===== src/rtl/fpsa_pkg.sv =====
// Shared package for the free page stack allocator.
// Holds sizes, command and status codes, and the word types. No dependencies.
`timescale 1ns / 1ps

package fpsa_pkg;

    localparam int ADDR_BITS     = 48;
    localparam int PAGE_SHIFT    = 12;
    localparam int STACK_DEPTH   = 4096;
    localparam int PN_BITS       = ADDR_BITS - PAGE_SHIFT;
    localparam int IDX_BITS      = $clog2(STACK_DEPTH);
    localparam int CNT_BITS      = $clog2(STACK_DEPTH + 1);
    localparam int CFG_DATA_BITS = 64;
    localparam int CFG_ADDR_BITS = 5;

    typedef logic [1:0] t_cmd;
    localparam t_cmd CMD_FREE  = 2'd0;
    localparam t_cmd CMD_ALLOC = 2'd1;
    localparam t_cmd CMD_RANGE = 2'd2;

    typedef logic [1:0] t_status;
    localparam t_status ST_OK    = 2'd0;
    localparam t_status ST_BAD   = 2'd1;
    localparam t_status ST_EMPTY = 2'd2;
    localparam t_status ST_FULL  = 2'd3;

    typedef logic [1:0] t_reg_idx;
    localparam t_reg_idx REG_KERNEL_END  = 2'd0;
    localparam t_reg_idx REG_PHYS_TOP    = 2'd1;
    localparam t_reg_idx REG_VIRT_OFFSET = 2'd2;

    typedef struct packed {
        t_cmd                 cmd;
        logic [ADDR_BITS-1:0] page_addr;
        logic [ADDR_BITS-1:0] range_end;
    } t_in_word;

    typedef struct packed {
        t_status              status;
        logic [ADDR_BITS-1:0] alloc_addr;
        logic [CNT_BITS-1:0]  pages_freed;
        logic [CNT_BITS-1:0]  free_count;
    } t_out_word;

    typedef struct packed {
        logic [ADDR_BITS-1:0] kernel_end;
        logic [ADDR_BITS-1:0] phys_top;
        logic [ADDR_BITS-1:0] virt_offset;
    } t_cfg;

    typedef struct packed {
        logic                 we;
        logic [IDX_BITS-1:0]  waddr;
        logic [PN_BITS-1:0]   wdata;
        logic [IDX_BITS-1:0]  raddr;
    } t_mem_req;

    typedef struct packed {
        logic [ADDR_BITS-1:0] diff;
        logic                 borrow;
    } t_sub_res;

endpackage


===== src/rtl/fpsa_sub.sv =====
// Shared address subtractor: one wide subtract with borrow out, used for
// every compare and for the physical address. Depends on fpsa_pkg.
`timescale 1ns / 1ps

module fpsa_sub (
    input  logic [fpsa_pkg::ADDR_BITS-1:0] i_a,
    input  logic [fpsa_pkg::ADDR_BITS-1:0] i_b,
    output fpsa_pkg::t_sub_res             o_res
);
    import fpsa_pkg::*;

    logic [ADDR_BITS:0] full;

    assign full         = {1'b0, i_a} - {1'b0, i_b};
    assign o_res.diff   = full[ADDR_BITS-1:0];
    assign o_res.borrow = full[ADDR_BITS];

endmodule


===== config.mk =====
export PLATFORM = sky130hd
export DESIGN_NAME = fpsa_sub
export DESIGN_NICKNAME = d
export VERILOG_FILES = /design/src/rtl/fpsa_pkg.sv /design/src/rtl/fpsa_sub.sv
export SDC_FILE = /design/constraint.sdc
export NUM_CORES = 1
export LEC_CHECK = 0
export ABC_AREA = 1
export BUFFER_PORTS_ARGS = -buffer_cell sky130_fd_sc_hd__clkbuf_2
export CAP_MARGIN = 40
export CORE_ASPECT_RATIO = 1.25
export CORE_MARGIN = 5
export CORE_UTILIZATION = 45
export DETAILED_ROUTE_END_ITERATION = 10
export PLACE_DENSITY = 0.8
export SLEW_MARGIN = 20
export SYNTH_ARGS = -nofsm -noshare
export SYNTH_HDL_FRONTEND = slang
export SYNTH_SLANG_ARGS = --single-unit

===== constraint.sdc =====
create_clock -name vclk -period 2.05
set_input_delay 0.3075 -clock vclk [all_inputs]
set_output_delay 0.3075 -clock vclk [all_outputs]
set_load 0.03 [all_outputs]

==> impl_metrics.ini, run 1 <==
[outcome]
outcome = finished, violations left
violations = design-rule violations, negative setup slack

[synthesis]
postSynthCellCount = 968
yosys.area.top_type = nand2_1
syn_nets = 1113
postSynthAreaPerCell_um2 = 4.764
ys_types = 29
synth_area_leaders = nand2_1 (32%), inv_1 (22%), ha_1 (13%)
yosysSeqAreaShare = 0
synth_warnings = 0
syn_area_um2 = 4612
yosysTopAreaCellShare = 0.3199

[power_and_ir_drop]
vdd_drop_max_mv = 0.2778
p_sw_frac = 0.5890
total_power_mw = 3.594
p_per_area_nw_per_um2 = 400.3
clkPwrFrac = 0
comb_power_share = 1.000
p_int_mw = 1.477
switchingPower_mw = 2.117
leakagePower_nw = 4.965
seqPwrFrac = 0

[layout]
register_area_um2 = 0
utilization = 0.8929
fin_nets = 1367
final_common_cell = nand2_1
design.seq.count = 0
drive_above_1_share = 0.5852
syn_to_final_growth_pct = 94.66
stdcell_count = 1349
fin_area_um2 = 8977
antenna_cells = 0
layout_common_cells = nand2_1 (223), inv_1 (194), nand2_2 (144)
clkbuf_count = 0

[global_route]
grt_use_total = 0.3152
grt_pass1_vias = 6888
antenna_found_initial = 0
globalRouteOverflowTotal = 0
grt_pass1_wl_mm = 31.24
grt_max_degree = 7

[timing]
finalSetupViolCount = 41
setup_ws_ns = -0.3112
rsz0062_at_grt = true
slew_headroom = 0.7667
final_hold_viol_count = 0
drv_slew = 0
tightest_slew_ns = 0.3467
min_period_ns = 2.361
timing.final.crit_share = 1.152
fmax_ghz = 0.4235

[routing]
vias = 8071
antenna_left = 0
finalWirelength_mm = 28.88
drtIter0Drc = 920
vias_per_cell = 5.983
wl_per_cell_um = 21.41
dr.pass1.iters = 11
drc = 1

[critical_path]
worst_ep_arrival_time_ns = 2.05
critPathKind = in2out
cp.required_ns = 1.74
endpoint_kind = output port
critPathLaunchType = input port
cp_max_fo = 4

[placed_design]
placed_cell_area_um2 = 6192
port-buffer-count = 145
place.gp.congestion = 0.9745
dp_hpwl_mm = 14.42
dpl_worst_slack_ns = -0.3492
dp_cells = 1321

[die]
die_h_um = 123.2
std_cell_rows = 41
fp.dieW_um = 100.6
die_area_um2 = 12390
core_um2 = 10050
ioPinCount = 145
initial_core_util = 0.4587

[hold_path]
hp-class = in2out

[flow_run]
drv_cap = 0
area by class of cell:
cell class | instances | area [um2]
multi-input combinational | 693 | 5525
timing repair buffer | 252 | 2213
inverter | 275 | 1077
fill | 431 | 1077
tap | 129 | 161.4
power by group through the flow:
stage          clock network (mW)  registers, mW  logic (mW)
6_report                        0              0        3.59
5_1_grt                         0              0        3.73
4_1_cts                         0              0        2.82
3_5_place_dp                    0              0        2.21
3_3_place_gp                    0              0        2.19
2_1_floorplan                   0              0        1.43
synth_stat cells:
cell / number
ha_1: 48
o21ai_0: 1
and3_1: 1
nand3b_1: 2
nor4_1: 2
inv_2: 7
nand2_1: 393
nor2_2: 28
nand3_2: 8
and2_1: 3
a21o_1: 1
nand4_1: 11
nor2_4: 6
o21bai_1: 4
and2_4: 1
nor2b_1: 1
nor3_1: 3
inv_1: 268
nand2_2: 24
and2_2: 1
nor2_1: 60
xor2_1: 24
a21oi_1: 27
nand3_1: 36
nor3_2: 3
fa_1: 1
o211ai_1: 1
xnor2_1: 1
or2_1: 2
worst max-delay path, stage by stage:
cell and delay, ns:
clkbuf_2 0.09, inv_2 0.04, ha_4 0.31, nand2_4 0.08, nor2_4 0.19, nand2_1 0.15
inv_1 0.10, nand2_1 0.12, nor2_1 0.14, nand2_1 0.11, nand3_1 0.11, nand2_1 0.08
nand2_2 0.08, buf_8 0.12
routing by layer:
layer,track usage,vias to the layer above,wire length [um]
met4,0.2241,0,3719
met2,0.6161,877,13510
met5,0,-,0
met3,0.02765,354,3167
met1,0.3034,3532,8489
li1,-,3308,-
worst paths after layout:
kind  startpoint         to  slack (ns)  cells after the start
min       i_b[0]   o_res[1]        1.03                      4
max      i_b[31]  o_res[46]       -0.31                     14
kinds of logic (layout without fill, tap and decap cells):
group / Yosys count / after routing / synth area share
buf+inv: 275 / 527 / 0.2238
xor+xnor: 25 / 25 / 0.04748
compound gates: 34 / 34 / 0.04015
fa+ha+maj: 49 / 49 / 0.1346
simple gates: 585 / 585 / 0.5540
what timing repair did:
action                     in CTS  in global routing
hold endpoints to repair        0                  0
gates resized for setup       298                399
pin swaps                     110                176
hold buffers                    0                  0
setup endpoints to repair      45                 45
setup buffers                  14                 16
stage by stage:
step	hold WS, ns	setup TNS [ns]
after detailed placement	1.018	-9.603
after floorplan	0.8298	-0.1256
after global placement	0.9998	-8.853
final	1.033	-6.468
after global routing	1.052	-9.681
after CTS	1.049	-2.667
No activity file was read; power rests on OpenSTA's default activity.
==> run 2: changes to the inputs <==
--- a/config.mk
+++ b/config.mk
@@ -10,9 +10,9 @@
 export CAP_MARGIN = 40
 export CORE_ASPECT_RATIO = 1.25
 export CORE_MARGIN = 5
-export CORE_UTILIZATION = 45
+export CORE_UTILIZATION = 30
 export DETAILED_ROUTE_END_ITERATION = 10
-export PLACE_DENSITY = 0.8
+export PLACE_DENSITY = 0.59
 export SLEW_MARGIN = 20
 export SYNTH_ARGS = -nofsm -noshare
 export SYNTH_HDL_FRONTEND = slang
==> impl_metrics.ini, run 2 (same netlist as run 1, synthesis figures left out) <==
[die]
die_area_um2 = 17970
ioPinCount = 145
die_h_um = 148.6
core_um2 = 15010
fp.dieW_um = 120.9
std_cell_rows = 50
initial_core_util = 0.3072

[routing]
vias = 6491
wl_per_cell_um = 14.18
dr.pass1.iters = 5
antenna_left = 0
drtIter0Drc = 282
finalWirelength_mm = 20.08
drc = 0
vias_per_cell = 4.584

[critical_path]
cp.required_ns = 1.74
endpoint_kind = output port
critPathLaunchType = input port
critPathKind = in2out
cp_max_fo = 3
worst_ep_arrival_time_ns = 1.94

[power_and_ir_drop]
clkPwrFrac = 0
vdd_drop_max_mv = 0.2060
p_per_area_nw_per_um2 = 373.4
p_sw_frac = 0.5575
comb_power_share = 1.000
seqPwrFrac = 0
switchingPower_mw = 1.884
leakagePower_nw = 5.022
p_int_mw = 1.495

[global_route]
globalRouteOverflowTotal = 0
grt_pass1_vias = 6295
grt_use_total = 0.1982
antenna_found_initial = 0
grt_pass1_wl_mm = 29.18
grt_max_degree = 7

[placed_design]
dpl_worst_slack_ns = -0.4083
dp_hpwl_mm = 15.44
place.gp.congestion = 0.9521
port-buffer-count = 145
dp_cells = 1380

[layout]
design.seq.count = 0
layout_common_cells = nand2_1 (218), inv_1 (207), nand2_2 (151)
register_area_um2 = 0
fin_nets = 1381
num-fill-cells = 1396
syn_to_final_growth_pct = 96.23
final_common_cell = nand2_1
drive_above_1_share = 0.5794
stdcell_count = 1416
antenna_cells = 0
clkbuf_count = 0

[timing]
final_hold_viol_count = 0
rsz0062_at_grt = true
timing.final.crit_share = 1.096
fmax_ghz = 0.4451
tightest_slew_ns = 0.3102
setup_ws_ns = -0.1968
slew_headroom = 0.7913
finalSetupViolCount = 33
min_period_ns = 2.247
drv_slew = 0

[hold_path]
min_from = i_b[0]
holdPathStages = 4
hold_end = o_res[1]
hp-class = in2out

[outcome]
violations = negative setup slack
outcome = finished, violations left

[flow_run]
drv_cap = 0
==> run 2: cell types whose count changed in the layout (fill, tap and decap cells not counted), moves of 7 or more <==
| cell | before | now |
|---|---|---|
| nand2_2 | 144 | 151 |
| a21oi_2 | 16 | 9 |
| buf_6 | 66 | 43 |
| inv_1 | 194 | 207 |
| inv_4 | 18 | 10 |
| buf_4 | 98 | 111 |
| clkbuf_2 | 57 | 77 |
==> run 2: worst max path at each step <==
stage | endpoint | slack [ns] | depth (start not counted) | start
6_report | o_res[21] | -0.20 | 13 | i_a[0]
2_1_floorplan | o_res[23] | -0.03 | 9 | i_a[0]
5_1_grt | o_res[33] | -0.29 | 16 | i_a[0]
3_3_place_gp | o_res[47] | -0.39 | 15 | i_a[0]
3_5_place_dp | o_res[47] | -0.41 | 15 | i_a[0]
4_1_cts | o_res[37] | -0.17 | 14 | i_a[0]
==> run 2: what timing repair did <==
| item | in CTS | in global routing |
|---|---|---|
| hold buffers | 0 | 0 |
| pin swaps | 105 | 166 |
| hold endpoints to repair | 0 | 0 |
| gates resized for setup | 320 | 336 |
| buffers inserted | 15 | 24 |
| setup endpoints to repair | 45 | 45 |
==> run 2: final cells by class <==
| type | instances | area (um2) | area share |
|---|---|---|---|
| inverter | 275 | 1057 | 0.1168 |
| multi-input combinational | 693 | 5535 | 0.6116 |
| tap | 182 | 227.7 | 0.02516 |
| timing repair buffer | 266 | 2230 | 0.2464 |
==> run 2: power groups by stage <==
| stage | logic [mW] | registers, mW | clock network (mW) |
|---|---|---|---|
| after floorplan | 1.43 | 0 | 0 |
| after global placement | 2.26 | 0 | 0 |
| after detailed placement | 2.26 | 0 | 0 |
| after CTS | 2.89 | 0 | 0 |
| after global routing | 3.60 | 0 | 0 |
| final | 3.38 | 0 | 0 |
==> run 2: worst max-delay path, cell delays in order <==
cell,delay (ns)
buf_6,0.07
inv_4,0.03
ha_4,0.15
fa_2,0.34
inv_2,0.10
nand2_2,0.06
nand2_2,0.08
and2_4,0.15
nand3b_1,0.09
nand3_2,0.12
buf_6,0.12
xor2_2,0.14
clkbuf_8,0.18
==> run 2: through the flow <==
| step | hold slack (ns) | instance area [um2] | power (mW) | utilization | setup TNS, ns |
|---|---|---|---|---|---|
| floorplan | 0.8298 | 4712 | 1.432 | - | -0.1256 |
| global placement | 1.015 | 6304 | 2.256 | 0.4198 | -11.17 |
| detailed placement | 1.017 | 6304 | 2.258 | 0.4198 | -11.86 |
| CTS | 1.041 | 7838 | 2.894 | 0.5220 | -3.187 |
| global route | 1.019 | 9050 | 3.597 | 0.6028 | -5.927 |
| finish | 1.006 | 9050 | 3.379 | 0.6028 | -2.769 |
==> run 2: metal layers <==
| metal | global-route usage | routed length [um] | vias to the layer above |
|---|---|---|---|
| li1 | - | - | 3340 |
| met1 | 0.2250 | 7579 | 2920 |
| met2 | 0.3819 | 10880 | 186 |
| met3 | 0.01674 | 783 | 45 |
| met4 | 0.06746 | 829 | 0 |
| met5 | 0 | 0 | - |
==> run 3: changes to the inputs <==
==> constraint.sdc (replaced) <==
create_clock -name vclk -period 2.05
set_input_delay 0.205 -clock vclk [all_inputs]
set_output_delay 0.205 -clock vclk [all_outputs]
set_load 0.03 [all_outputs]
==> impl_metrics.ini, run 3 (same netlist as run 1, synthesis figures left out) <==
[timing]
drv_slew = 0
setup_ws_ns = 0.01056
timing.final.crit_share = 0.9949
fmax_ghz = 0.4903
finalSetupViolCount = 0
final_hold_viol_count = 0
fin_hold_ws_ns = 0.7919
setup_tns_ns = 0
slew_headroom = 0.7951
rsz0062_at_grt = true
tightest_slew_ns = 0.3050
min_period_ns = 2.039

[placed_design]
placed_cell_area_um2 = 6151
place.gp.congestion = 0.9501
dp_hpwl_mm = 15.60
dpl_worst_slack_ns = -0.2664
port-buffer-count = 145
dp_cells = 1370

[layout]
utilization = 0.4887
fin_nets = 1339
final_common_cell = nand2_1
syn_to_final_growth_pct = 59.09
layout_common_cells = nand2_1 (346), inv_1 (263), clkbuf_2 (113)
design.seq.count = 0
drive_above_1_share = 0.3750
fin_area_um2 = 7337
antenna_cells = 0
register_area_um2 = 0
stdcell_count = 1374
clkbuf_count = 0

[global_route]
globalRouteOverflowTotal = 0
grt_max_degree = 7
grt_pass1_wl_mm = 27.01
grt_pass1_vias = 5762
antenna_found_initial = 0
grt_use_total = 0.1835

[routing]
finalWirelength_mm = 17.82
drtIter0Drc = 229
vias = 6030
antenna_left = 0
vias_per_cell = 4.389
wl_per_cell_um = 12.97
dr.pass1.iters = 4
drc = 0

[power_and_ir_drop]
seqPwrFrac = 0
switchingPower_mw = 1.593
p_per_area_nw_per_um2 = 361.4
p_sw_frac = 0.6009
clkPwrFrac = 0
vdd_drop_max_mv = 0.2370
leakagePower_nw = 4.388
total_power_mw = 2.652
p_int_mw = 1.058
comb_power_share = 1.000

[critical_path]
max_stage_delay_ns = 0.38
critPathLaunchType = input port
endpoint_kind = output port
path_cells = buf_6, inv_4, ha_4, fa_2, inv_2, nand2_2, nand2_4, nand3_2, nand2_2, nand3_2, nand2_4, and3_1, nor2_2, clkbuf_8
slowest_stage = fa_2
worst_ep_arrival_time_ns = 1.83
cp.required_ns = 1.85
cp_max_fo = 3
critPathKind = in2out

[die]
core_um2 = 15010
die_h_um = 148.6
ioPinCount = 145
std_cell_rows = 50
initial_core_util = 0.3072
fp.dieW_um = 120.9
die_area_um2 = 17970

[outcome]
outcome = finished, final reports clean

[hold_path]
hp-class = in2out

[flow_run]
drv_cap = 0
-- run 3: critical path, delay by kind of cell --
family,cells,cell delay (ns)
buffers and inverters,4,0.35
adder cells (fa/ha/maj),2,0.53
AND/OR/NAND/NOR,8,0.74
-- run 3: final cells by class --
class | instances | area (um2)
multi-input cells | 693 | 4611
inverters | 275 | 1035
well taps | 182 | 227.7
repair buffers | 224 | 1464
fillers | 1635 | 7677
-- run 3: path summary, 6_finish.rpt --
| path | from | endpoint | depth (start not counted) |
|---|---|---|---|
| worst max-delay path | i_a[0] | o_res[0] | 14 |
| worst min-delay path | i_b[0] | o_res[1] | 4 |
-- run 3: repair_timing --
action	4_1_cts	5_1_grt
pin swaps	6	30
resized for setup	70	207
endpoints found under the setup margin	40	41
buffers inserted	2	2
hold buffers	0	0
-- run 3: layer usage --
| metal | vias to the layer above | global-route usage | routed length, um |
|---|---|---|---|
| met1 | 2587 | 0.2125 | 7332 |
| met2 | 153 | 0.3572 | 9058 |
| li1 | 3253 | - | - |
| met4 | 0 | 0.04932 | 752 |
| met3 | 37 | 0.01255 | 673 |
| met5 | - | 0 | 0 |
-- run 3: power groups by stage --
stage,combinational (mW),clock (mW),sequential (mW)
global placement,2.19,0,0
global route,2.88,0,0
CTS,2.32,0,0
floorplan,1.40,0,0
finish,2.65,0,0
detailed placement,2.19,0,0
