**config.mk**
```make
export PLATFORM = sky130hd
export DESIGN_NAME = fpsa_cfg
export DESIGN_NICKNAME = d
export VERILOG_FILES = /design/src/rtl/fpsa_pkg.sv /design/src/rtl/fpsa_cfg.sv
export SDC_FILE = /design/constraint.sdc
export NUM_CORES = 1
export LEC_CHECK = 0
export ABC_CLOCK_PERIOD_IN_PS = 2500
export BUFFER_PORTS_ARGS = -buffer_cell sky130_fd_sc_hd__buf_2
export CAP_MARGIN = 25
export CORE_AREA = 2 2 133 102
export CTS_CLUSTER_DIAMETER = 120
export DETAILED_ROUTE_END_ITERATION = 10
export DIE_AREA = 0 0 135 104
export HOLD_SLACK_MARGIN = 0.06
export PLACE_DENSITY = 0.82
export SYNTH_ARGS = -nofsm -noshare
export SYNTH_HDL_FRONTEND = slang
export SYNTH_SLANG_ARGS = --single-unit
```
**constraint.sdc**
```tcl
create_clock -name i_clk -period 2.5 [get_ports i_clk]
set_input_delay 0.5 -clock i_clk [delete_from_list [all_inputs] [get_ports i_clk]]
set_output_delay 0.5 -clock i_clk [all_outputs]
set_load 0.02 [all_outputs]
```
**src/rtl/fpsa_pkg.sv**
```systemverilog
// Shared package for the free page stack allocator.
// Holds sizes, command and status codes, and the word types. No dependencies.
`timescale 1ns / 1ps

package fpsa_pkg;

    localparam int ADDR_BITS     = 48;
    localparam int PAGE_SHIFT    = 12;
    localparam int STACK_DEPTH   = 4096;
    localparam int PN_BITS       = ADDR_BITS - PAGE_SHIFT;
    localparam int IDX_BITS      = $clog2(STACK_DEPTH);
    localparam int CNT_BITS      = $clog2(STACK_DEPTH + 1);
    localparam int CFG_DATA_BITS = 64;
    localparam int CFG_ADDR_BITS = 5;

    typedef logic [1:0] t_cmd;
    localparam t_cmd CMD_FREE  = 2'd0;
    localparam t_cmd CMD_ALLOC = 2'd1;
    localparam t_cmd CMD_RANGE = 2'd2;

    typedef logic [1:0] t_status;
    localparam t_status ST_OK    = 2'd0;
    localparam t_status ST_BAD   = 2'd1;
    localparam t_status ST_EMPTY = 2'd2;
    localparam t_status ST_FULL  = 2'd3;

    typedef logic [1:0] t_reg_idx;
    localparam t_reg_idx REG_KERNEL_END  = 2'd0;
    localparam t_reg_idx REG_PHYS_TOP    = 2'd1;
    localparam t_reg_idx REG_VIRT_OFFSET = 2'd2;

    typedef struct packed {
        t_cmd                 cmd;
        logic [ADDR_BITS-1:0] page_addr;
        logic [ADDR_BITS-1:0] range_end;
    } t_in_word;

    typedef struct packed {
        t_status              status;
        logic [ADDR_BITS-1:0] alloc_addr;
        logic [CNT_BITS-1:0]  pages_freed;
        logic [CNT_BITS-1:0]  free_count;
    } t_out_word;

    typedef struct packed {
        logic [ADDR_BITS-1:0] kernel_end;
        logic [ADDR_BITS-1:0] phys_top;
        logic [ADDR_BITS-1:0] virt_offset;
    } t_cfg;

    typedef struct packed {
        logic                 we;
        logic [IDX_BITS-1:0]  waddr;
        logic [PN_BITS-1:0]   wdata;
        logic [IDX_BITS-1:0]  raddr;
    } t_mem_req;

    typedef struct packed {
        logic [ADDR_BITS-1:0] diff;
        logic                 borrow;
    } t_sub_res;

endpackage

```
**src/rtl/fpsa_cfg.sv**
```systemverilog
// Configuration registers of the page allocator behind an APB-style port.
// Depends on fpsa_pkg.
`timescale 1ns / 1ps

module fpsa_cfg (
    input  logic                               i_clk,
    input  logic                               i_rst_n,
    input  logic                               psel,
    input  logic                               penable,
    input  logic                               pwrite,
    input  logic [fpsa_pkg::CFG_ADDR_BITS-1:0] paddr,
    input  logic [fpsa_pkg::CFG_DATA_BITS-1:0] pwdata,
    output logic [fpsa_pkg::CFG_DATA_BITS-1:0] prdata,
    output logic                               pready,
    output fpsa_pkg::t_cfg                     o_cfg
);
    import fpsa_pkg::*;

    logic [ADDR_BITS-1:0] r_kernel_end;
    logic [ADDR_BITS-1:0] r_phys_top;
    logic [ADDR_BITS-1:0] r_virt_offset;
    t_reg_idx             reg_idx;
    logic                 wr_en;

    // Registers sit every eight bytes.
    assign reg_idx = paddr[CFG_ADDR_BITS-1:3];
    assign wr_en   = psel & penable & pwrite;
    assign pready  = 1'b1;

    always_ff @(posedge i_clk) begin
        if (!i_rst_n) begin
            r_kernel_end  <= '0;
            r_phys_top    <= '0;
            r_virt_offset <= '0;
        end else if (wr_en) begin
            case (reg_idx)
                REG_KERNEL_END:  r_kernel_end  <= pwdata[ADDR_BITS-1:0];
                REG_PHYS_TOP:    r_phys_top    <= pwdata[ADDR_BITS-1:0];
                REG_VIRT_OFFSET: r_virt_offset <= pwdata[ADDR_BITS-1:0];
                default: ;
            endcase
        end
    end

    always_comb begin
        case (reg_idx)
            REG_KERNEL_END:  prdata = CFG_DATA_BITS'(r_kernel_end);
            REG_PHYS_TOP:    prdata = CFG_DATA_BITS'(r_phys_top);
            REG_VIRT_OFFSET: prdata = CFG_DATA_BITS'(r_virt_offset);
            default:         prdata = '0;
        endcase
    end

    assign o_cfg.kernel_end  = r_kernel_end;
    assign o_cfg.phys_top    = r_phys_top;
    assign o_cfg.virt_offset = r_virt_offset;

endmodule

```
==> results of run 1 <==
[sequential cells by signal, indices dropped and copies added, names as in the netlist]
register	count
r_virt_offset	48
r_phys_top	48
r_kernel_end	48
[critical path: stages]
cell and delay, ns:
buf_4 0.25, nor2b_4 0.15, buf_4 0.33, nand2_1 0.10, o21ai_0 0.10, buf_2 0.21
[cells in the final DEF (no fill, tap or decap)]
master and n:
buf_2 244, nand2_1 240, mux2i_1 192, dfxtp_1 144, o21ai_0 48, conb_1 17
clkbuf_16 17, buf_4 12, clkinv_4 5, buf_12 5, inv_6 4, clkinvlp_4 2
clkinv_2 2, nor2b_4 1, nand3_2 1, nor3_4 1, or3b_4 1, nor3b_4 1
clkbuf_8 1, clkbuf_1 1, buf_16 1
[worst paths after layout]
check                         start                 to  cells past startpoint
setup / recovery           paddr[3]         prdata[10]                      6
setup reg to reg  r_virt_offset[37]  r_virt_offset[37]                      2
hold reg to reg      r_phys_top[29]     r_phys_top[29]                      2
hold / removal           pwdata[13]     r_phys_top[13]                      3
[logic make-up (layout without fill, tap and decap cells)]
group,Yosys count,count (layout),share of synthesized area [%]
AO/OA/AOI/OAI,48,48,3.758
buffers and inverters,70,294,6.127
flip-flops,144,144,45.10
multiplexers,192,192,30.06
other,2,17,0.1175
AND/OR/NAND/NOR,245,245,14.84
[layout make-up]
class                   count  area [µm²]
fillers                  1046        4513
well taps                 171       214.0
multi-input cells         502        3197
repair buffers            262        1439
flip-flops and latches    144        2883
clock inverters            13       103.9
clock buffers              19       442.9
[layer usage]
layer	wire [µm]	GRT usage [%]	share of wire, %	vias up
met2	8090	39.70	48	179
met1	7290	28.41	44	2635
met4	179	6.250	1.1	0
li1	-	-	-	2748
met5	0	0	0	-
met3	1126	7.310	6.7	15
[per-stage QoR]
stage / hold slack [ns] / area [µm²] / worst slack [ns]
floorplan: 0.5446 / 6449 / 0.3029
global placement: 0.4561 / 7705 / 0.3268
detailed placement: 0.4574 / 7705 / 0.3335
CTS: 0.3728 / 8252 / 0.3301
global route: 0.3795 / 8279 / 0.2413
finish: 0.3856 / 8279 / 0.3333
[power breakdown]
part	switching (mW)	total, mW	internal, mW
combinational	0.265	0.406	0.141
clock	1.00	2.31	1.31
sequential	0.0237	2.35	2.32
total	1.29	5.07	3.78
==> reports/results.ini, run 1 <==
[synth]
syn-cell-area_um2=6392
yosysTopAreaCell=dfxtp_1
yosysMostFrequentCell=nand2_1
synth_common_cells=nand2_1 (240), mux2i_1 (192), dfxtp_1 (144), o21ai_0 (48), clkbuf_1 (27)
ys_async_sr_fraction_pct=0
yosysTopAreaCellShare_pct=45.10
synthTopCellsByArea=dfxtp_1 (45%), mux2i_1 (30%), nand2_1 (14%)
synth_enable_flop_cells=0
syn_avg_cell_area_um2=9.119
synth.ff_latch_count=144
synth.distinct_cells=15
synth_ff_type=dfxtp_1
synth_cells=701
synth-seq-area-share_pct=45.10
ys_warn_count=0

[sta]
grt_setup_unrepaired=false
finClkSkew_ns=0
max_freq_ghz=0.4615
setup_viol=0
final.setup.tns_ns=0
finalCriticalPeriod_ns=2.167
tightest_slew_ns=0.5371
fin_crit_sh_pct=86.67
slew_viol_final=0
relSlewSlack_pct=64.20
final-hold-violation-count=0

[cts]
path_clk_slew_ns=0.07
cts_root_buffer=clkbuf_16
cts_made_buffers=17
post_cts_buffers=0
clock-sinks=144
holdBufCountCts=0
ctsResizeCount=0
worstSkewPairLatency_ns=0.41
cts_buffer_depth=2
cts_tree=yes
h-tree-depth=4

[layout]
final-instance-count-excl-fill=1111
drive_gt1_share_pct=31.70
syn2layout_area_growth_pct=29.52
diodes=0
finalNetCount=1001
utilization_pct=64.72

[worst_setup_path]
worstPathRequired_ns=2.00
rrSetupSlack_ns=1.80
critPathKind=in -> out
worstSetupEndpointType=output pin
cp-start-kind=input pin
arrival_ns=1.67
crit_path_max_fanout=28

[die]
die_y_um=104
core_um2=12790
die_w_um=135
fp.dieArea_um2=14040
start_util_pct=49.97
ios=283
rows=36

[global_route]
grt_pass1_vias=5148
track_usage_pct=23.30
grt_max_degree=77
grt_first_pass_wirelength_mm=26.22
grt_overflow=0
antenna_found_initial=0

[route]
routed_wl_mm=16.69
ant_nets=0
drt_first_pass_iters=4
drtIter0Drc=220
viasPerCell=5.020
wire_per_inst_um=15.02
vias=5577
remaining_drc_errors=0

[power]
p_per_area_nw_per_um2=611.9
p_total_mw=5.066
ir_drop_mv=0.4222
p_leak_nw=4.124

[placement]
dp_cells=1078
portBuffers=246
gp_congestion=0.7668
dp_hpwl_mm=11.69

[hold_path]
min_path_type=in -> reg

[job]
drv_cap=0

[run_status]
status=complete, no violations

(Power assumes the default switching activity.)
==> inputs of run 2 (changes only) <==
==> config.mk (replaced) <==
export PLATFORM = sky130hd
export DESIGN_NAME = fpsa_cfg
export DESIGN_NICKNAME = d
export VERILOG_FILES = /design/src/rtl/fpsa_pkg.sv /design/src/rtl/fpsa_cfg.sv
export SDC_FILE = /design/constraint.sdc
export NUM_CORES = 1
export LEC_CHECK = 0
export ABC_CLOCK_PERIOD_IN_PS = 1800
export BUFFER_PORTS_ARGS = -buffer_cell sky130_fd_sc_hd__buf_2
export CAP_MARGIN = 25
export CORE_AREA = 2 2 144 111
export CTS_CLUSTER_DIAMETER = 120
export DETAILED_ROUTE_END_ITERATION = 10
export DIE_AREA = 0 0 146 113
export HOLD_SLACK_MARGIN = 0.06
export MAX_ROUTING_LAYER = met4
export PLACE_DENSITY = 0.74
export SYNTH_ARGS = -nofsm -noshare
export SYNTH_HDL_FRONTEND = slang
export SYNTH_SLANG_ARGS = --single-unit
==> constraint.sdc (replaced) <==
create_clock -name i_clk -period 1.8 [get_ports i_clk]
set_input_delay 0.36 -clock i_clk [delete_from_list [all_inputs] [get_ports i_clk]]
set_output_delay 0.36 -clock i_clk [all_outputs]
set_load 0.02 [all_outputs]
==> reports/results.ini, run 2 (same netlist as run 1, synthesis figures left out) <==
[run_status]
status=complete, no violations  ; unchanged

[die]
die_w_um=146  ; was 135 µm
ios=283  ; unchanged
rows=39  ; was 36
fp.dieArea_um2=16500  ; was 14040 µm²
core_um2=15030  ; was 12790 µm²
die_y_um=113  ; was 104 µm
start_util_pct=42.53  ; was 49.97%

[route]
ant_nets=0  ; unchanged
vias=5658  ; was 5577
viasPerCell=4.903  ; was 5.020
remaining_drc_errors=0  ; unchanged
drt_first_pass_iters=5  ; was 4
wire_per_inst_um=15.06  ; was 15.02 µm
routed_wl_mm=17.39  ; was 16.69 mm
drtIter0Drc=170  ; was 220

[global_route]
grt_max_degree=41  ; was 77
track_usage_pct=21.58  ; was 23.30%
grt_first_pass_wirelength_mm=27.86  ; was 26.22 mm
grt_overflow=0  ; unchanged
grt_pass1_vias=5402  ; was 5148
antenna_found_initial=0  ; unchanged

[sta]
fin_crit_sh_pct=92.19
setup_slack_ns=0.1406  ; was 0.3333 ns
setup_viol=0  ; unchanged
final.setup.tns_ns=0  ; unchanged
finClkSkew_ns=0  ; unchanged
grt_setup_unrepaired=false  ; unchanged
max_freq_ghz=0.6026
final-hold-violation-count=0  ; unchanged
finalCriticalPeriod_ns=1.659
hold_slack_ns=0.2455  ; was 0.3856 ns
slew_viol_final=0  ; unchanged

[cts]
ctsResizeCount=0  ; unchanged
worstSkewPairLatency_ns=0.41  ; about the same
cts_root_buffer=clkbuf_16  ; unchanged
cts_made_buffers=17  ; unchanged
cts_buffer_depth=2  ; unchanged
holdBufCountCts=0  ; unchanged
cts_tree=yes  ; unchanged
h-tree-depth=4  ; unchanged
path_clk_slew_ns=0.06  ; was 0.07 ns
post_cts_buffers=0  ; unchanged
clock-sinks=144  ; unchanged

[worst_setup_path]
critPathKind=reg -> out  ; was in -> out
crit_path_max_fanout=3  ; was 28
worstPathRequired_ns=1.44  ; was 2.00 ns
arrival_ns=1.30  ; was 1.67 ns
cp-start-kind=register  ; was input pin
r2r_cells=2  ; unchanged
worstSetupEndpointType=output pin  ; unchanged

[layout]
diodes=0  ; unchanged
multiInputGateArea_um2=3197  ; unchanged
mostFrequentLayoutCells=buf_2 (244), nand2_1 (240), mux2i_1 (192)  ; unchanged
nFillCells=1307  ; was 1046
largestRegisters=r_kernel_end (48), r_phys_top (48), r_virt_offset (48)  ; unchanged
fin_area_um2=8533  ; was 8279 µm²
finalNetCount=1012  ; was 1001
syn2layout_area_growth_pct=33.49  ; was 29.52%
regArea_um2=2883  ; unchanged
drive_gt1_share_pct=32.35  ; was 31.70%
final_common_cell=buf_2  ; unchanged

[power]
p_total_mw=7.253  ; was 5.066 mW
swShare_pct=23.48  ; was 25.47%
p_per_area_nw_per_um2=850.0  ; was 611.9 nW/µm²
p_leak_nw=4.224  ; was 4.124 nW
p_seq_share_pct=45.0  ; was 46.4%
ir_drop_mv=0.5765  ; was 0.4222 mV
p_clk_share_pct=46.6  ; was 45.6%
internal_power_mw=5.550  ; was 3.776 mW
p_sw_mw=1.703  ; was 1.291 mW
power_frac_comb_pct=8.4  ; was 8.0%

[job]
drv_cap=0  ; unchanged

[hold_path]
hold_depth=3  ; unchanged
min_path_type=in -> reg  ; unchanged

[placement]
postPlaceCellArea_um2=7963  ; was 7705 µm²
gp_congestion=0.7967  ; was 0.7668
place_ws_ns=0.1245  ; was 0.3335 ns
portBuffers=246  ; unchanged
dp_hpwl_mm=12.49  ; was 11.69 mm

-- run 2: changes by cell type in the layout (fill, tap and decap cells not counted), moves of 2 or more --
cell,previous run,this run
buf_4,12,14
inv_6,4,0
o21ai_0,48,28
buf_12,5,15
clkinv_4,5,3
clkinv_2,2,4
o21ai_1,0,20
bufinv_16,0,2
-- run 2: stage by stage --
step	util (%)	instances
2_1_floorplan	-	716
3_3_place_gp	52.98	1124
3_5_place_dp	52.98	1124
4_1_cts	56.78	1154
5_1_grt	56.78	1154
6_report	56.78	1154
-- run 2: final timing paths --
check / from / end / slack (ns)
min: pwdata[15] / r_phys_top[15] / 0.25
max reg2reg: r_virt_offset[33] / r_virt_offset[33] / 1.13
max: r_kernel_end[7] / prdata[7] / 0.14
min reg2reg: r_virt_offset[1] / r_virt_offset[1] / 0.47
-- run 2: area by class of cell --
class	instances	share of cell area [%]
Clock buffer	20	5.352
Clock inverter	10	1.334
Multi-Input combinational cell	502	37.46
Sequential cell	144	33.78
Tap cell	205	3.006
Timing Repair Buffer	273	19.06
-- run 2: routing by layer --
layer | GRT usage, % | vias up | wire length [µm]
met5 | - | - | 0
met4 | 5.631 | 0 | 166
met3 | 6.169 | 12 | 1138
met2 | 34.59 | 198 | 8044
met1 | 26.96 | 2676 | 8035
li1 | - | 2772 | -
-- run 2: power by group through the flow --
stage,registers [mW],clock network [mW],logic (mW)
after global routing,3.27,3.60,0.655
after floorplan,3.38,0,0.342
after detailed placement,3.33,0,0.611
after global placement,3.33,0,0.606
final,3.26,3.38,0.609
after CTS,3.26,3.45,0.613
-- run 2: critical path, cell delays in order, from the launching register on --
cell,delay [ns]
dfxtp_1,0.36
mux2i_1,0.08
o21ai_0,0.24
buf_2,0.22
==> inputs of run 3 (changes only) <==
--- a/config.mk
+++ b/config.mk
@@ -8,13 +8,15 @@
 export ABC_CLOCK_PERIOD_IN_PS = 1800
 export BUFFER_PORTS_ARGS = -buffer_cell sky130_fd_sc_hd__buf_2
 export CAP_MARGIN = 25
-export CORE_AREA = 2 2 144 111
+export CORE_AREA = 2 2 143 110
+export CTS_BUF_LIST = sky130_fd_sc_hd__clkbuf_4 sky130_fd_sc_hd__clkbuf_8
 export CTS_CLUSTER_DIAMETER = 120
 export DETAILED_ROUTE_END_ITERATION = 10
-export DIE_AREA = 0 0 146 113
+export DIE_AREA = 0 0 145 112
 export HOLD_SLACK_MARGIN = 0.06
 export MAX_ROUTING_LAYER = met4
-export PLACE_DENSITY = 0.74
+export PLACE_DENSITY = 0.75
+export SKIP_LAST_GASP = 1
 export SYNTH_ARGS = -nofsm -noshare
 export SYNTH_HDL_FRONTEND = slang
 export SYNTH_SLANG_ARGS = --single-unit
==> reports/results.ini, run 3 (same netlist as run 1, synthesis figures left out) <==
[run_status]
status=complete, no violations  ; unchanged

[route]
routed_wl_mm=17.37  ; was 17.39 mm
dr.max_layer_used=met4  ; unchanged
drtIter0Drc=224  ; was 170
ant_nets=0  ; unchanged
vias=5617  ; was 5658
remaining_drc_errors=0  ; unchanged
wl_met1_mm=7.922  ; was 8.035 mm
wl_met3_mm=1.142  ; was 1.138 mm
viasPerCell=4.889  ; was 4.903
wire_per_inst_um=15.11  ; was 15.06 µm
drt_first_pass_iters=4  ; was 5
wl_met2_mm=8.070  ; was 8.044 mm

[global_route]
grt_first_pass_wirelength_mm=27.54  ; was 27.86 mm
grt_max_degree=65  ; was 41
grt_pass1_vias=5306  ; was 5402
grt_overflow=0  ; unchanged
track_usage_pct=21.78  ; was 21.58%
antenna_found_initial=1  ; was 0

[cts]
holdBufCountCts=0  ; unchanged
cts_made_buffers=17  ; unchanged
cts_tree=yes  ; unchanged
cts_root_buffer=clkbuf_8  ; was clkbuf_16
worstSkewPairLatency_ns=0.44  ; was 0.41 ns
clock-sinks=144  ; unchanged
path_clk_slew_ns=0.08  ; was 0.06 ns
h-tree-depth=4  ; unchanged
cts_buffer_depth=2  ; unchanged
post_cts_buffers=0  ; unchanged
ctsResizeCount=0  ; unchanged

[sta]
final-hold-violation-count=0  ; unchanged
setup_viol=0  ; unchanged
slew_viol_final=0  ; unchanged
max_freq_ghz=0.5816  ; was 0.6026 GHz
finalCriticalPeriod_ns=1.719  ; was 1.659 ns
fin_crit_sh_pct=95.52  ; was 92.19%
final.setup.tns_ns=0  ; unchanged
hold_slack_ns=0.2131  ; was 0.2455 ns
finClkSkew_ns=0  ; unchanged
grt_setup_unrepaired=false  ; unchanged

[placement]
dp_cells=1117  ; was 1124
gp_congestion=0.7736  ; was 0.7967
postPlaceCellArea_um2=7864  ; was 7963 µm²
portBuffers=246  ; unchanged
dp_hpwl_mm=12.17  ; was 12.49 mm

[hold_path]
min_path_type=in -> reg  ; unchanged

[worst_setup_path]
critPathKind=reg -> out  ; unchanged
worstSetupEndpointType=output pin  ; unchanged
arrival_ns=1.36  ; was 1.30 ns
worstPathRequired_ns=1.44  ; about the same
crit_path_max_fanout=3  ; unchanged
rrSetupSlack_ns=1.14  ; was 1.13 ns
cp-start-kind=register  ; unchanged

[die]
fp.dieArea_um2=16240  ; was 16500 µm²
rows=39  ; unchanged
core_um2=14880  ; was 15030 µm²
ios=283  ; unchanged
die_w_um=145  ; was 146 µm
start_util_pct=42.95  ; was 42.53%
die_y_um=112  ; was 113 µm

[layout]
fin_area_um2=8270  ; was 8533 µm²
nFillCells=1319  ; was 1307
drive_gt1_share_pct=32.03  ; was 32.35%
finalNetCount=1005  ; was 1012
final-instance-count-excl-fill=1149  ; was 1154
syn2layout_area_growth_pct=29.38  ; was 33.49%
largestRegisters=r_kernel_end (48), r_phys_top (48), r_virt_offset (48)  ; unchanged
final_common_cell=buf_2  ; unchanged
mostFrequentLayoutCells=buf_2 (244), nand2_1 (240), mux2i_1 (192)  ; unchanged

[power]
p_total_mw=6.434  ; was 7.253 mW
ir_drop_mv=0.4081  ; was 0.5765 mV
p_per_area_nw_per_um2=777.9  ; was 850.0 nW/µm²
p_leak_nw=4.100  ; was 4.224 nW

[job]
drv_cap=0  ; unchanged

## run 3: per-layer routing
layer	GRT usage, %	up-vias
li1	-	2748
met5	-	-
met3	6.148	18
met1	27.40	2655
met2	34.13	196
met4	6.667	0
## run 3: worst max-delay path, cell delays in order, from the launching register on
cell	delay [ns]
dfxtp_1	0.38
mux2i_1	0.08
o21ai_0	0.23
buf_2	0.23
## run 3: metrics by stage
stage	setup WS (ns)	utilization, %
floorplan	0.03161	-
global placement	0.1122	52.84
detailed placement	0.1033	52.84
CTS	0.06866	55.55
global route	0.01502	55.57
finish	0.08059	55.57
## run 3: worst paths after layout
path / from / to / cells after the start
worst max-delay path: r_phys_top[9] / prdata[9] / 3
worst min-delay path: pwdata[39] / r_phys_top[39] / 3
worst max register to register: r_phys_top[9] / r_phys_top[9] / 2
worst min register to register: r_virt_offset[32] / r_virt_offset[32] / 2
## run 3: where the power goes
part | internal, mW | switching (mW)
clock network | 1.38 | 1.21
registers | 3.22 | 0.0334
logic | 0.208 | 0.378
## run 3: area by class of cell
cell class / count / area (µm²) / share of cell area (%)
Sequential cell: 144 / 2883 / 34.86
Timing Repair Buffer: 266 / 1528 / 18.47
Tap cell: 205 / 256.5 / 3.101
Multi-Input combinational cell: 502 / 3197 / 38.65
Clock inverter: 9 / 107.6 / 1.301
Antenna cell: 1 / 2.502 / 0.03026
Clock buffer: 22 / 296.5 / 3.585
